===== src/rtl/core/stat_pkg.sv =====
// Package for the section table address translator.
// Holds field widths, status, operation and register codes, the FSM state type
// and the section entry layout. Depends on nothing.
package stat_pkg;

	localparam int MAX_SECTIONS_DEF = 16;
	localparam int ADDR_W           = 32;
	localparam int IMAGE_W          = 29;
	localparam int COUNT_W          = 5;
	localparam int SLOT_W           = 4;
	localparam int STATUS_W         = 3;
	localparam int CFG_IDX_W        = 2;
	localparam int CFG_DATA_W       = 29;

	typedef enum logic [0:0] {
		OP_WRITE     = 1'b0,
		OP_TRANSLATE = 1'b1
	} stat_op_t;

	typedef enum logic [STATUS_W-1:0] {
		STS_OK              = 3'd0,
		STS_ZERO            = 3'd1,
		STS_PAST_IMAGE      = 3'd2,
		STS_NO_SECTION      = 3'd3,
		STS_PAST_RAW        = 3'd4,
		STS_FILE_PAST_IMAGE = 3'd5
	} stat_status_t;

	typedef enum logic [CFG_IDX_W-1:0] {
		CFG_LOADED_MODE   = 2'd0,
		CFG_IMAGE_SIZE    = 2'd1,
		CFG_SECTION_COUNT = 2'd2
	} stat_cfg_reg_t;

	typedef enum logic [1:0] {
		S_IDLE,
		S_SCAN,
		S_CHECK,
		S_DONE
	} stat_state_t;

	typedef struct packed {
		logic [ADDR_W-1:0] virt_start;
		logic [ADDR_W-1:0] virt_size;
		logic [ADDR_W-1:0] raw_start;
		logic [ADDR_W-1:0] raw_len;
	} stat_entry_t;

endpackage


===== src/rtl/core/stat_cfg_if.sv =====
// Configuration write channel of the address translator.
// Depends on stat_pkg for the index and data widths.
interface stat_cfg_if;
	import stat_pkg::*;

	logic                  valid;
	logic                  ready;
	logic [CFG_IDX_W-1:0]  index;
	logic [CFG_DATA_W-1:0] data;

	modport source (output valid, output index, output data, input ready);
	modport sink   (input valid, input index, input data, output ready);
endinterface


===== src/rtl/core/stat_in_if.sv =====
// Command channel of the address translator: section writes and translate requests.
// Depends on stat_pkg for the field widths.
interface stat_in_if;
	import stat_pkg::*;

	logic              valid;
	logic              ready;
	logic              operation;
	logic [SLOT_W-1:0] entry_index;
	logic [ADDR_W-1:0] new_virt_start;
	logic [ADDR_W-1:0] new_virt_size;
	logic [ADDR_W-1:0] new_raw_start;
	logic [ADDR_W-1:0] new_raw_len;
	logic [ADDR_W-1:0] rva;

	modport source (
		output valid, output operation, output entry_index, output new_virt_start,
		output new_virt_size, output new_raw_start, output new_raw_len, output rva,
		input ready
	);
	modport sink (
		input valid, input operation, input entry_index, input new_virt_start,
		input new_virt_size, input new_raw_start, input new_raw_len, input rva,
		output ready
	);
endinterface


===== src/rtl/core/stat_out_if.sv =====
// Result channel of the address translator.
// Depends on stat_pkg for the field widths.
interface stat_out_if;
	import stat_pkg::*;

	logic                valid;
	logic                ready;
	logic [ADDR_W-1:0]   trans_offset;
	logic [STATUS_W-1:0] status;
	logic [SLOT_W-1:0]   matched_section;

	modport source (
		output valid, output trans_offset, output status, output matched_section,
		input ready
	);
	modport sink (
		input valid, input trans_offset, input status, input matched_section,
		output ready
	);
endinterface


===== src/rtl/core/stat_ram.sv =====
// Generic single-write, single-read synchronous RAM with a registered read port.
// Standalone; no package dependency.
module stat_ram #(
	parameter int WIDTH = 32,
	parameter int DEPTH = 16,
	parameter int AW    = (DEPTH > 1) ? $clog2(DEPTH) : 1
) (
	input  logic             clk,
	input  logic             we,
	input  logic [AW-1:0]    waddr,
	input  logic [WIDTH-1:0] wdata,
	input  logic             re,
	input  logic [AW-1:0]    raddr,
	output logic [WIDTH-1:0] rdata
);
	logic [WIDTH-1:0] mem [DEPTH];

	always_ff @(posedge clk) begin
		if (we) begin
			mem[waddr] <= wdata;
		end
		if (re) begin
			rdata <= mem[raddr];
		end
	end
endmodule


===== src/rtl/core/section_table_address_translator_core.sv =====
// Sequence: a write, zero-address or loaded-mode beat goes from IDLE to DONE and then to the
// output register; a file-mode beat reads the slots in SCAN one after another through the
// single read port of the section RAM, passes through CHECK on a hit, then DONE. One beat at
// a time in the sequencer; a new beat is taken only in IDLE.
// Reset: arst_n clears the FSM, the configuration registers (all zero) and the result
// valid; the section RAM is not cleared and an entry reads as undefined until written.
module section_table_address_translator_core #(
	parameter int MAX_SECTIONS = stat_pkg::MAX_SECTIONS_DEF
) (
	input  logic        clk,
	input  logic        arst_n,
	stat_cfg_if.sink    cfg,
	stat_in_if.sink     cmd,
	stat_out_if.source  resp
);
	import stat_pkg::*;

	// Table address width and a counter width that can also hold the slot count itself.
	localparam int AW = (MAX_SECTIONS > 1) ? $clog2(MAX_SECTIONS) : 1;
	localparam int CW = $clog2(MAX_SECTIONS + 1);

	// Configuration registers.
	logic               loaded_mode_q;
	logic [IMAGE_W-1:0] image_size_q;
	logic [COUNT_W-1:0] section_count_q;

	// Sequencer.
	stat_state_t state_q, state_d;

	// Scan pointers: rd_idx_q is the slot being read this cycle, lag_idx_q the slot whose
	// data sits on the registered RAM output, trailing the read pointer.
	logic [CW-1:0] rd_idx_q;
	logic [CW-1:0] lag_idx_q;
	logic [CW-1:0] hit_idx_q;
	logic [CW-1:0] limit;

	// Beat payload held while the scan runs.
	logic [ADDR_W-1:0] rva_q;
	logic [ADDR_W-1:0] delta_q;
	logic [ADDR_W-1:0] raw_start_q;
	logic [ADDR_W-1:0] raw_len_q;

	// Pending result, waiting for the output register.
	logic [ADDR_W-1:0] res_off_q;
	stat_status_t      res_sts_q;
	logic [SLOT_W-1:0] res_idx_q;

	// Output register.
	logic              resp_valid_q;
	logic [ADDR_W-1:0] resp_off_q;
	stat_status_t      resp_sts_q;
	logic [SLOT_W-1:0] resp_idx_q;

	// Section RAM ports.
	logic        ram_we;
	logic [AW-1:0] ram_waddr;
	stat_entry_t ram_wdata;
	logic        ram_re;
	logic [AW-1:0] ram_raddr;
	stat_entry_t rd_entry;

	// Datapath terms.
	logic              cmd_fire;
	logic              is_write;
	logic              slot_ok;
	logic              needs_scan;
	logic [ADDR_W-1:0] virt_end;
	logic              hit;
	logic              scan_last;
	logic [ADDR_W-1:0] file_off;
	logic              out_free;

	// ------------------------------------------------------------------
	// Section table: one 128-bit entry per slot. Writes happen only at accept
	// in IDLE and reads only during the scan, so a read never meets a write
	// to the same entry in flight; no forwarding is needed.
	// ------------------------------------------------------------------
	stat_ram #(
		.WIDTH ($bits(stat_entry_t)),
		.DEPTH (MAX_SECTIONS),
		.AW    (AW)
	) u_table (
		.clk   (clk),
		.we    (ram_we),
		.waddr (ram_waddr),
		.wdata (ram_wdata),
		.re    (ram_re),
		.raddr (ram_raddr),
		.rdata (rd_entry)
	);

	// ------------------------------------------------------------------
	// Configuration port: always ready; indexes past the list are dropped.
	// ------------------------------------------------------------------
	assign cfg.ready = 1'b1;

	always_ff @(posedge clk or negedge arst_n) begin
		if (!arst_n) begin
			loaded_mode_q   <= 1'b0;
			image_size_q    <= '0;
			section_count_q <= '0;
		end else if (cfg.valid) begin
			unique case (cfg.index)
				CFG_LOADED_MODE:   loaded_mode_q   <= cfg.data[0];
				CFG_IMAGE_SIZE:    image_size_q    <= cfg.data[IMAGE_W-1:0];
				CFG_SECTION_COUNT: section_count_q <= cfg.data[COUNT_W-1:0];
				default: ;
			endcase
		end
	end

	// ------------------------------------------------------------------
	// Decode of the incoming beat and the scan compare.
	// ------------------------------------------------------------------
	// Clamp the scan to the table depth.
	assign limit = (32'(section_count_q) > 32'(MAX_SECTIONS)) ? CW'(MAX_SECTIONS)
	                                                          : CW'(section_count_q);

	assign cmd_fire   = cmd.valid && cmd.ready;
	assign is_write   = (stat_op_t'(cmd.operation) == OP_WRITE);
	assign slot_ok    = (32'(cmd.entry_index) < 32'(MAX_SECTIONS));
	assign needs_scan = !is_write && (cmd.rva != '0) && !loaded_mode_q && (limit != '0);

	// Virtual range end wraps at 32 bits, as the address arithmetic does.
	assign virt_end  = rd_entry.virt_start + rd_entry.virt_size;
	assign hit       = (rva_q >= rd_entry.virt_start) && (rva_q < virt_end);
	assign scan_last = (({1'b0, lag_idx_q} + (CW+1)'(1)) == {1'b0, limit});

	assign file_off = raw_start_q + delta_q;
	assign out_free = !resp_valid_q || resp.ready;

	assign ram_wdata = '{
		virt_start: cmd.new_virt_start,
		virt_size:  cmd.new_virt_size,
		raw_start:  cmd.new_raw_start,
		raw_len:    cmd.new_raw_len
	};
	assign ram_waddr = AW'(cmd.entry_index);

	// ------------------------------------------------------------------
	// Sequencer: next state.
	// ------------------------------------------------------------------
	always_comb begin
		state_d = state_q;
		unique case (state_q)
			S_IDLE: begin
				if (cmd_fire) begin
					state_d = needs_scan ? S_SCAN : S_DONE;
				end
			end
			S_SCAN: begin
				if (hit) begin
					state_d = S_CHECK;
				end else if (scan_last) begin
					state_d = S_DONE;
				end
			end
			S_CHECK: state_d = S_DONE;
			S_DONE: begin
				if (out_free) begin
					state_d = S_IDLE;
				end
			end
			default: state_d = S_IDLE;
		endcase
	end

	// ------------------------------------------------------------------
	// Sequencer: outputs. Take a beat only in IDLE; the output register
	// in front lets a new beat in while the last result still waits.
	// ------------------------------------------------------------------
	always_comb begin
		cmd.ready = 1'b0;
		ram_we    = 1'b0;
		ram_re    = 1'b0;
		ram_raddr = '0;
		unique case (state_q)
			S_IDLE: begin
				// Ready is high throughout IDLE, so a valid beat is an accepted one.
				cmd.ready = 1'b1;
				ram_we    = cmd.valid && is_write && slot_ok;
				// Start the scan read of slot 0 in the accept cycle.
				ram_re    = cmd.valid && needs_scan;
			end
			S_SCAN: begin
				ram_raddr = AW'(rd_idx_q);
				ram_re    = (rd_idx_q < limit);
			end
			S_CHECK, S_DONE: ;
			default: ;
		endcase
	end

	always_ff @(posedge clk or negedge arst_n) begin
		if (!arst_n) begin
			state_q   <= S_IDLE;
			rd_idx_q  <= '0;
			lag_idx_q <= '0;
		end else begin
			state_q <= state_d;
			if (state_q == S_IDLE) begin
				if (cmd_fire) begin
					rd_idx_q  <= CW'(1);
					lag_idx_q <= '0;
				end
			end else if (state_q == S_SCAN) begin
				// Advance the read pointer until it reaches the clamped count.
				if (rd_idx_q < limit) begin
					rd_idx_q <= rd_idx_q + CW'(1);
				end
				lag_idx_q <= rd_idx_q;
			end
		end
	end

	// ------------------------------------------------------------------
	// Beat payload and pending result.
	// ------------------------------------------------------------------
	always_ff @(posedge clk) begin
		case (state_q)
			S_IDLE: begin
				if (cmd_fire) begin
					rva_q     <= cmd.rva;
					res_off_q <= '0;
					res_idx_q <= '0;
					res_sts_q <= STS_OK;
					if (!is_write) begin
						if (cmd.rva == '0) begin
							res_sts_q <= STS_ZERO;
						end else if (loaded_mode_q) begin
							// Loaded layout: the address is the offset, bounded by the image.
							if (cmd.rva >= ADDR_W'(image_size_q)) begin
								res_sts_q <= STS_PAST_IMAGE;
							end else begin
								res_off_q <= cmd.rva;
							end
						end else begin
							// Preset a miss; a hit in the scan overrides it.
							res_sts_q <= STS_NO_SECTION;
						end
					end
				end
			end
			S_SCAN: begin
				// Latch the first matching entry and the offset into its range.
				if (hit) begin
					delta_q     <= rva_q - rd_entry.virt_start;
					raw_start_q <= rd_entry.raw_start;
					raw_len_q   <= rd_entry.raw_len;
					hit_idx_q   <= lag_idx_q;
				end
			end
			S_CHECK: begin
				res_idx_q <= SLOT_W'(hit_idx_q);
				if (delta_q >= raw_len_q) begin
					res_sts_q <= STS_PAST_RAW;
				end else if (file_off >= ADDR_W'(image_size_q)) begin
					res_sts_q <= STS_FILE_PAST_IMAGE;
				end else begin
					res_sts_q <= STS_OK;
					res_off_q <= file_off;
				end
			end
			default: ;
		endcase
	end

	// ------------------------------------------------------------------
	// Output register: load from the pending result in DONE, hold while stalled.
	// ------------------------------------------------------------------
	always_ff @(posedge clk or negedge arst_n) begin
		if (!arst_n) begin
			resp_valid_q <= 1'b0;
		end else if (state_q == S_DONE && out_free) begin
			resp_valid_q <= 1'b1;
		end else if (resp.ready) begin
			resp_valid_q <= 1'b0;
		end
	end

	always_ff @(posedge clk) begin
		if (state_q == S_DONE && out_free) begin
			resp_off_q <= res_off_q;
			resp_sts_q <= res_sts_q;
			resp_idx_q <= res_idx_q;
		end
	end

	assign resp.valid           = resp_valid_q;
	assign resp.trans_offset    = resp_off_q;
	assign resp.status          = resp_sts_q;
	assign resp.matched_section = resp_idx_q;

endmodule


===== src/flat_wrapper.sv =====
// flat-port wrapper written by rule: the top's interface ports become plain ports
module section_table_address_translator_core_flat import stat_pkg::*;
#(
	parameter int MAX_SECTIONS = stat_pkg::MAX_SECTIONS_DEF
)
  (clk, arst_n, cfg_valid, cfg_index, cfg_data, cfg_ready, cmd_valid, cmd_operation, cmd_entry_index, cmd_new_virt_start, cmd_new_virt_size, cmd_new_raw_start, cmd_new_raw_len, cmd_rva, cmd_ready, resp_valid, resp_trans_offset, resp_status, resp_matched_section, resp_ready);
  stat_cfg_if cfg_i ();
  stat_in_if cmd_i ();
  stat_out_if resp_i ();
  input  logic clk;
  input  logic arst_n;
  input wire logic [$bits(cfg_i.valid)-1:0] cfg_valid;
  input wire logic [$bits(cfg_i.index)-1:0] cfg_index;
  input wire logic [$bits(cfg_i.data)-1:0] cfg_data;
  output wire logic [$bits(cfg_i.ready)-1:0] cfg_ready;
  input wire logic [$bits(cmd_i.valid)-1:0] cmd_valid;
  input wire logic [$bits(cmd_i.operation)-1:0] cmd_operation;
  input wire logic [$bits(cmd_i.entry_index)-1:0] cmd_entry_index;
  input wire logic [$bits(cmd_i.new_virt_start)-1:0] cmd_new_virt_start;
  input wire logic [$bits(cmd_i.new_virt_size)-1:0] cmd_new_virt_size;
  input wire logic [$bits(cmd_i.new_raw_start)-1:0] cmd_new_raw_start;
  input wire logic [$bits(cmd_i.new_raw_len)-1:0] cmd_new_raw_len;
  input wire logic [$bits(cmd_i.rva)-1:0] cmd_rva;
  output wire logic [$bits(cmd_i.ready)-1:0] cmd_ready;
  output wire logic [$bits(resp_i.valid)-1:0] resp_valid;
  output wire logic [$bits(resp_i.trans_offset)-1:0] resp_trans_offset;
  output wire logic [$bits(resp_i.status)-1:0] resp_status;
  output wire logic [$bits(resp_i.matched_section)-1:0] resp_matched_section;
  input wire logic [$bits(resp_i.ready)-1:0] resp_ready;
  assign cfg_i.valid = cfg_valid;
  assign cfg_i.index = cfg_index;
  assign cfg_i.data = cfg_data;
  assign cfg_ready = cfg_i.ready;
  assign cmd_i.valid = cmd_valid;
  assign cmd_i.operation = cmd_operation;
  assign cmd_i.entry_index = cmd_entry_index;
  assign cmd_i.new_virt_start = cmd_new_virt_start;
  assign cmd_i.new_virt_size = cmd_new_virt_size;
  assign cmd_i.new_raw_start = cmd_new_raw_start;
  assign cmd_i.new_raw_len = cmd_new_raw_len;
  assign cmd_i.rva = cmd_rva;
  assign cmd_ready = cmd_i.ready;
  assign resp_valid = resp_i.valid;
  assign resp_trans_offset = resp_i.trans_offset;
  assign resp_status = resp_i.status;
  assign resp_matched_section = resp_i.matched_section;
  assign resp_i.ready = resp_ready;
  section_table_address_translator_core #(.MAX_SECTIONS(MAX_SECTIONS)) u_core (.clk(clk), .arst_n(arst_n), .cfg(cfg_i), .cmd(cmd_i), .resp(resp_i));
endmodule

===== config.mk =====
export PLATFORM = sky130hd
export DESIGN_NAME = section_table_address_translator_core_flat
export DESIGN_NICKNAME = d
export VERILOG_FILES = /design/src/rtl/core/stat_pkg.sv /design/src/rtl/core/stat_cfg_if.sv /design/src/rtl/core/stat_in_if.sv /design/src/rtl/core/stat_out_if.sv /design/src/rtl/core/stat_ram.sv /design/src/rtl/core/section_table_address_translator_core.sv /design/src/flat_wrapper.sv
export SDC_FILE = /design/constraint.sdc
export NUM_CORES = 2
export LEC_CHECK = 0
export BUFFER_PORTS_ARGS = -buffer_cell sky130_fd_sc_hd__buf_4
export CORE_UTILIZATION = 45
export DETAILED_ROUTE_END_ITERATION = 12
export HOLD_SLACK_MARGIN = 0.08
export PLACE_DENSITY = 0.66
export SYNTH_ARGS = -nofsm -noshare
export SYNTH_HDL_FRONTEND = slang
export SYNTH_HIERARCHICAL = 1
export SYNTH_SLANG_ARGS = --single-unit
export TNS_END_PERCENT = 20

===== constraint.sdc =====
create_clock -name clk -period 13.2 [get_ports clk]
set_clock_uncertainty 0.15 [all_clocks]
set_input_delay 1.32 -clock clk [delete_from_list [all_inputs] [get_ports clk]]
set_output_delay 1.32 -clock clk [all_outputs]
set_load 0.1 [all_outputs]

==> metrics.csv <==
metric,value,unit
first-pass GRT wire length,339.6,mm
Max Slew Vio Count,0,
Synth Cell Area,97240,um^2
initial antenna violation count,37,
Crit Path Class,flop to flop,
Worst Path Max Fanout,60,
CP required,13.51,ns
Pwr Density,201.3,nW/um^2
synthesized area per cell,19.98,um^2
Yosys reg bits,2434,
post-DR vias/cell,5.920,
register area share after synthesis,74.91,%
reg-to-reg startpoint,u_core/u_table/rdata[97],
share of cells above drive strength 1,22.35,%
grt total ovfl,0,
critical path arrival,6.73,ns
die area,218000,um^2
setup_tns,0,ns
"Hold-fix buffers, CTS",0,
hold endpoint,u_core/raw_start_q[5],
storage element area,72850,um^2
Post-route DRC,0,
Placement Setup Slack,6.907,ns
H-tree levels,4,
hold depth,0,
type of the most critical hold path,flop to flop,
post-layout min period,6.427,ns
Syn. warnings,6,
clk sinks,2434,
Row Count,170,
capturing point of the worst reg2reg path,u_core/raw_start_q[19],
final net count,5649,
CTS tree,yes,
post-CTS setup buffer count,0,
HP Start,u_core/u_table/rdata[37],
flop-to-flop setup slack,6.77,ns
P_leak,35.82,nW
crit end category,flop,
GRT Total Usage,21.58,%
library cells used by synthesis,86,
core area,214600,um^2
GPL Wtd Cong,0.9118,
Register-to-Register Path Depth,18,
fmax,155.6,MHz
post-route cell area,110000,um^2
setup ws final,6.773,ns
number of global-route vias before repair,48610,
Max clock buf depth,3,
total CTS buffers,231,
status,"finished, final reports clean",
die height,466.9,um
fillers,16720,
Worst-path clk slew,0.06,ns
largest net degree at the start of global routing,154,
DR WL/cell,28.49,um
placed inst area,102600,um^2
via count,48930,
Hold Fails Final Rpt,0,
Async SR Flop Fraction,1.972,%
Setup crit start kind,flop,
die width,466.9,um
relative slew slack,20.23,%
Starting Density,45.31,%
Max Cap Viol,0,
Max VDD drop,163.3,uV
"Setup violations, final",0,
port buffer count,241,
post-CTS sizing,0,
area taken by multi-input logic gates,23060,um^2
post-synth net total,5295,
DP HPWL,138.3,mm
1st-iter DRT viols,4896,
cells after synthesis,4866,
"Primary FF master, synth",edfxtp_1,
"EDFF count, synth",2386,
clk_lat worst skew,0.89,ns
unrepaired setup endpoints after global routing,false,
1st-pass router iterations,5,
most frequent cells in the layout,"edfxtp_1 (2386), mux4_2 (476), buf_4 (300)",
crit share post-route,48.69,%
Root Driver,clkbuf_16,
I/O pin count,243,
WL final,235.5,mm
"commonest non-fill, non-tap cell in the layout",edfxtp_1,
slew at the pin closest to its max-slew limit,1.197,ns
area delta synth->final,13.07,%
post-route ant nets,0,
layout make-up:
class                           count  area share [%]
Clock buffer                      278           5.427
Clock inverter                    153           1.278
Multi-Input combinational cell   2099           20.97
Antenna cell                        8         0.01821
Sequential cell                  2434           66.25
Timing Repair Buffer              317           2.358
Tap cell                         2838           3.229
Inverter                          137          0.4677
state kept, by name, summed over array words and instances (netlist names), 5 cells and up:
name and count:
u_core/u_table/rdata 128, u_core/rd_idx_q 5, u_core/lag_idx_q 5, u_core/rva_q 32, u_core/section_count_q 5, u_core/raw_len_q 32, u_core/raw_start_q 32, u_core/u_table/mem 2048
u_core/resp.trans_offset 32, u_core/image_size_q 29, u_core/delta_q 32, u_core/res_off_q 32
kinds of logic (layout without fill, tap and decap cells):
group           after synthesis  count (layout)  synth area share, %
compound gates              709             709                5.102
xor+xnor                     87              87               0.7836
fa+ha+maj                   228             228                2.957
buf+inv                     333             885                1.549
flops                      2434            2434                74.91
mux                         599             599                12.34
other cells                   1               9             0.003856
simple gates                475             475                2.355
report_power, final:
part	switching, W	leakage [nW]	internal, W
sequential	0.000279	22.1	0.00925
combinational	0.00375	10.1	0.00245
clock	0.00288	3.57	0.00354
total	0.00690	35.8	0.0152
worst max-delay path by stage:
stage / to / startpoint / slack (ns) / cells after the start
after floorplan: u_core/u_table/mem[0][0] / u_core/state_q[0] / 1.11 / 7
after global placement: u_core/raw_len_q[1] / u_core/u_table/rdata[97] / 6.92 / 18
after detailed placement: u_core/raw_start_q[22] / u_core/u_table/rdata[97] / 6.91 / 18
after CTS: u_core/raw_start_q[24] / u_core/u_table/rdata[97] / 6.83 / 18
after global routing: u_core/raw_start_q[19] / u_core/u_table/rdata[96] / 6.39 / 21
final: u_core/raw_start_q[19] / u_core/u_table/rdata[97] / 6.77 / 18
routing by layer:
metal	up-vias	routed length [um]	GRT usage (%)
met4	36	6141	6.241
met2	1781	111500	34.08
met1	25950	100800	30.78
met5	-	246	0
met3	319	16850	3.874
li1	20850	-	-
cell usage after synthesis (all sizes together), types with 5 or more instances:
master | number | area, um^2
a21o | 72 | 540.5
clkbuf | 106 | 397.9
a31oi | 10 | 62.56
o21ai | 67 | 335.3
xor2 | 46 | 402.9
ha | 225 | 2815
nand2 | 185 | 694.4
mux2 | 36 | 405.4
a211oi | 39 | 302.8
o22ai | 20 | 125.1
a22oi | 220 | 1652
nor2b | 26 | 162.7
a21oi | 138 | 698.2
inv | 137 | 514.2
o21a | 16 | 120.1
nor4 | 10 | 62.56
o31ai | 6 | 50.05
or3 | 6 | 37.54
a22o | 30 | 262.8
nand3 | 33 | 165.2
o21bai | 12 | 90.09
dfrtp | 48 | 1201
nand4 | 34 | 212.7
xnor2 | 41 | 359.1
or2 | 7 | 43.79
o2111ai | 7 | 61.31
nor3 | 30 | 150.1
mux4 | 476 | 10720
and3 | 7 | 43.79
and2 | 16 | 100.1
a211o | 5 | 43.79
buf | 90 | 594.3
o211ai | 26 | 205.2
nor2 | 77 | 294.0
nand3b | 6 | 45.04
edfxtp | 2386 | 71650
mux2i | 87 | 870.8
nand2b | 21 | 131.4
through the flow:
stage	hold WS (ns)	std cells	util [%]	total power [W]
CTS	0.2423	8256	51.23	0.02227
finish	0.2585	8264	51.23	0.02213
floorplan	0.2503	4866	-	0.01409
global route	0.2451	8262	51.23	0.02305
detailed placement	0.2545	7825	47.79	0.01587
global placement	0.2546	7825	47.79	0.01581
worst max-delay path, cell delays in order, from the launching register on:
cell and delay [ns]:
edfxtp_1 0.43, ha_1 0.31, a211oi_1 0.34, o211ai_1 0.18, a311oi_1 0.50, o21ai_1 0.29, a311o_1 0.43, a31o_1 0.22
a21oi_1 0.16, xor2_1 0.18, ha_1 0.28, a21oi_1 0.13, o21ai_0 0.10, a31oi_1 0.19, o221ai_1 0.20, a211o_1 0.41
nor2_4 0.29, buf_4 0.45, buf_4 0.68
No activity file was read; power rests on OpenSTA's default activity.
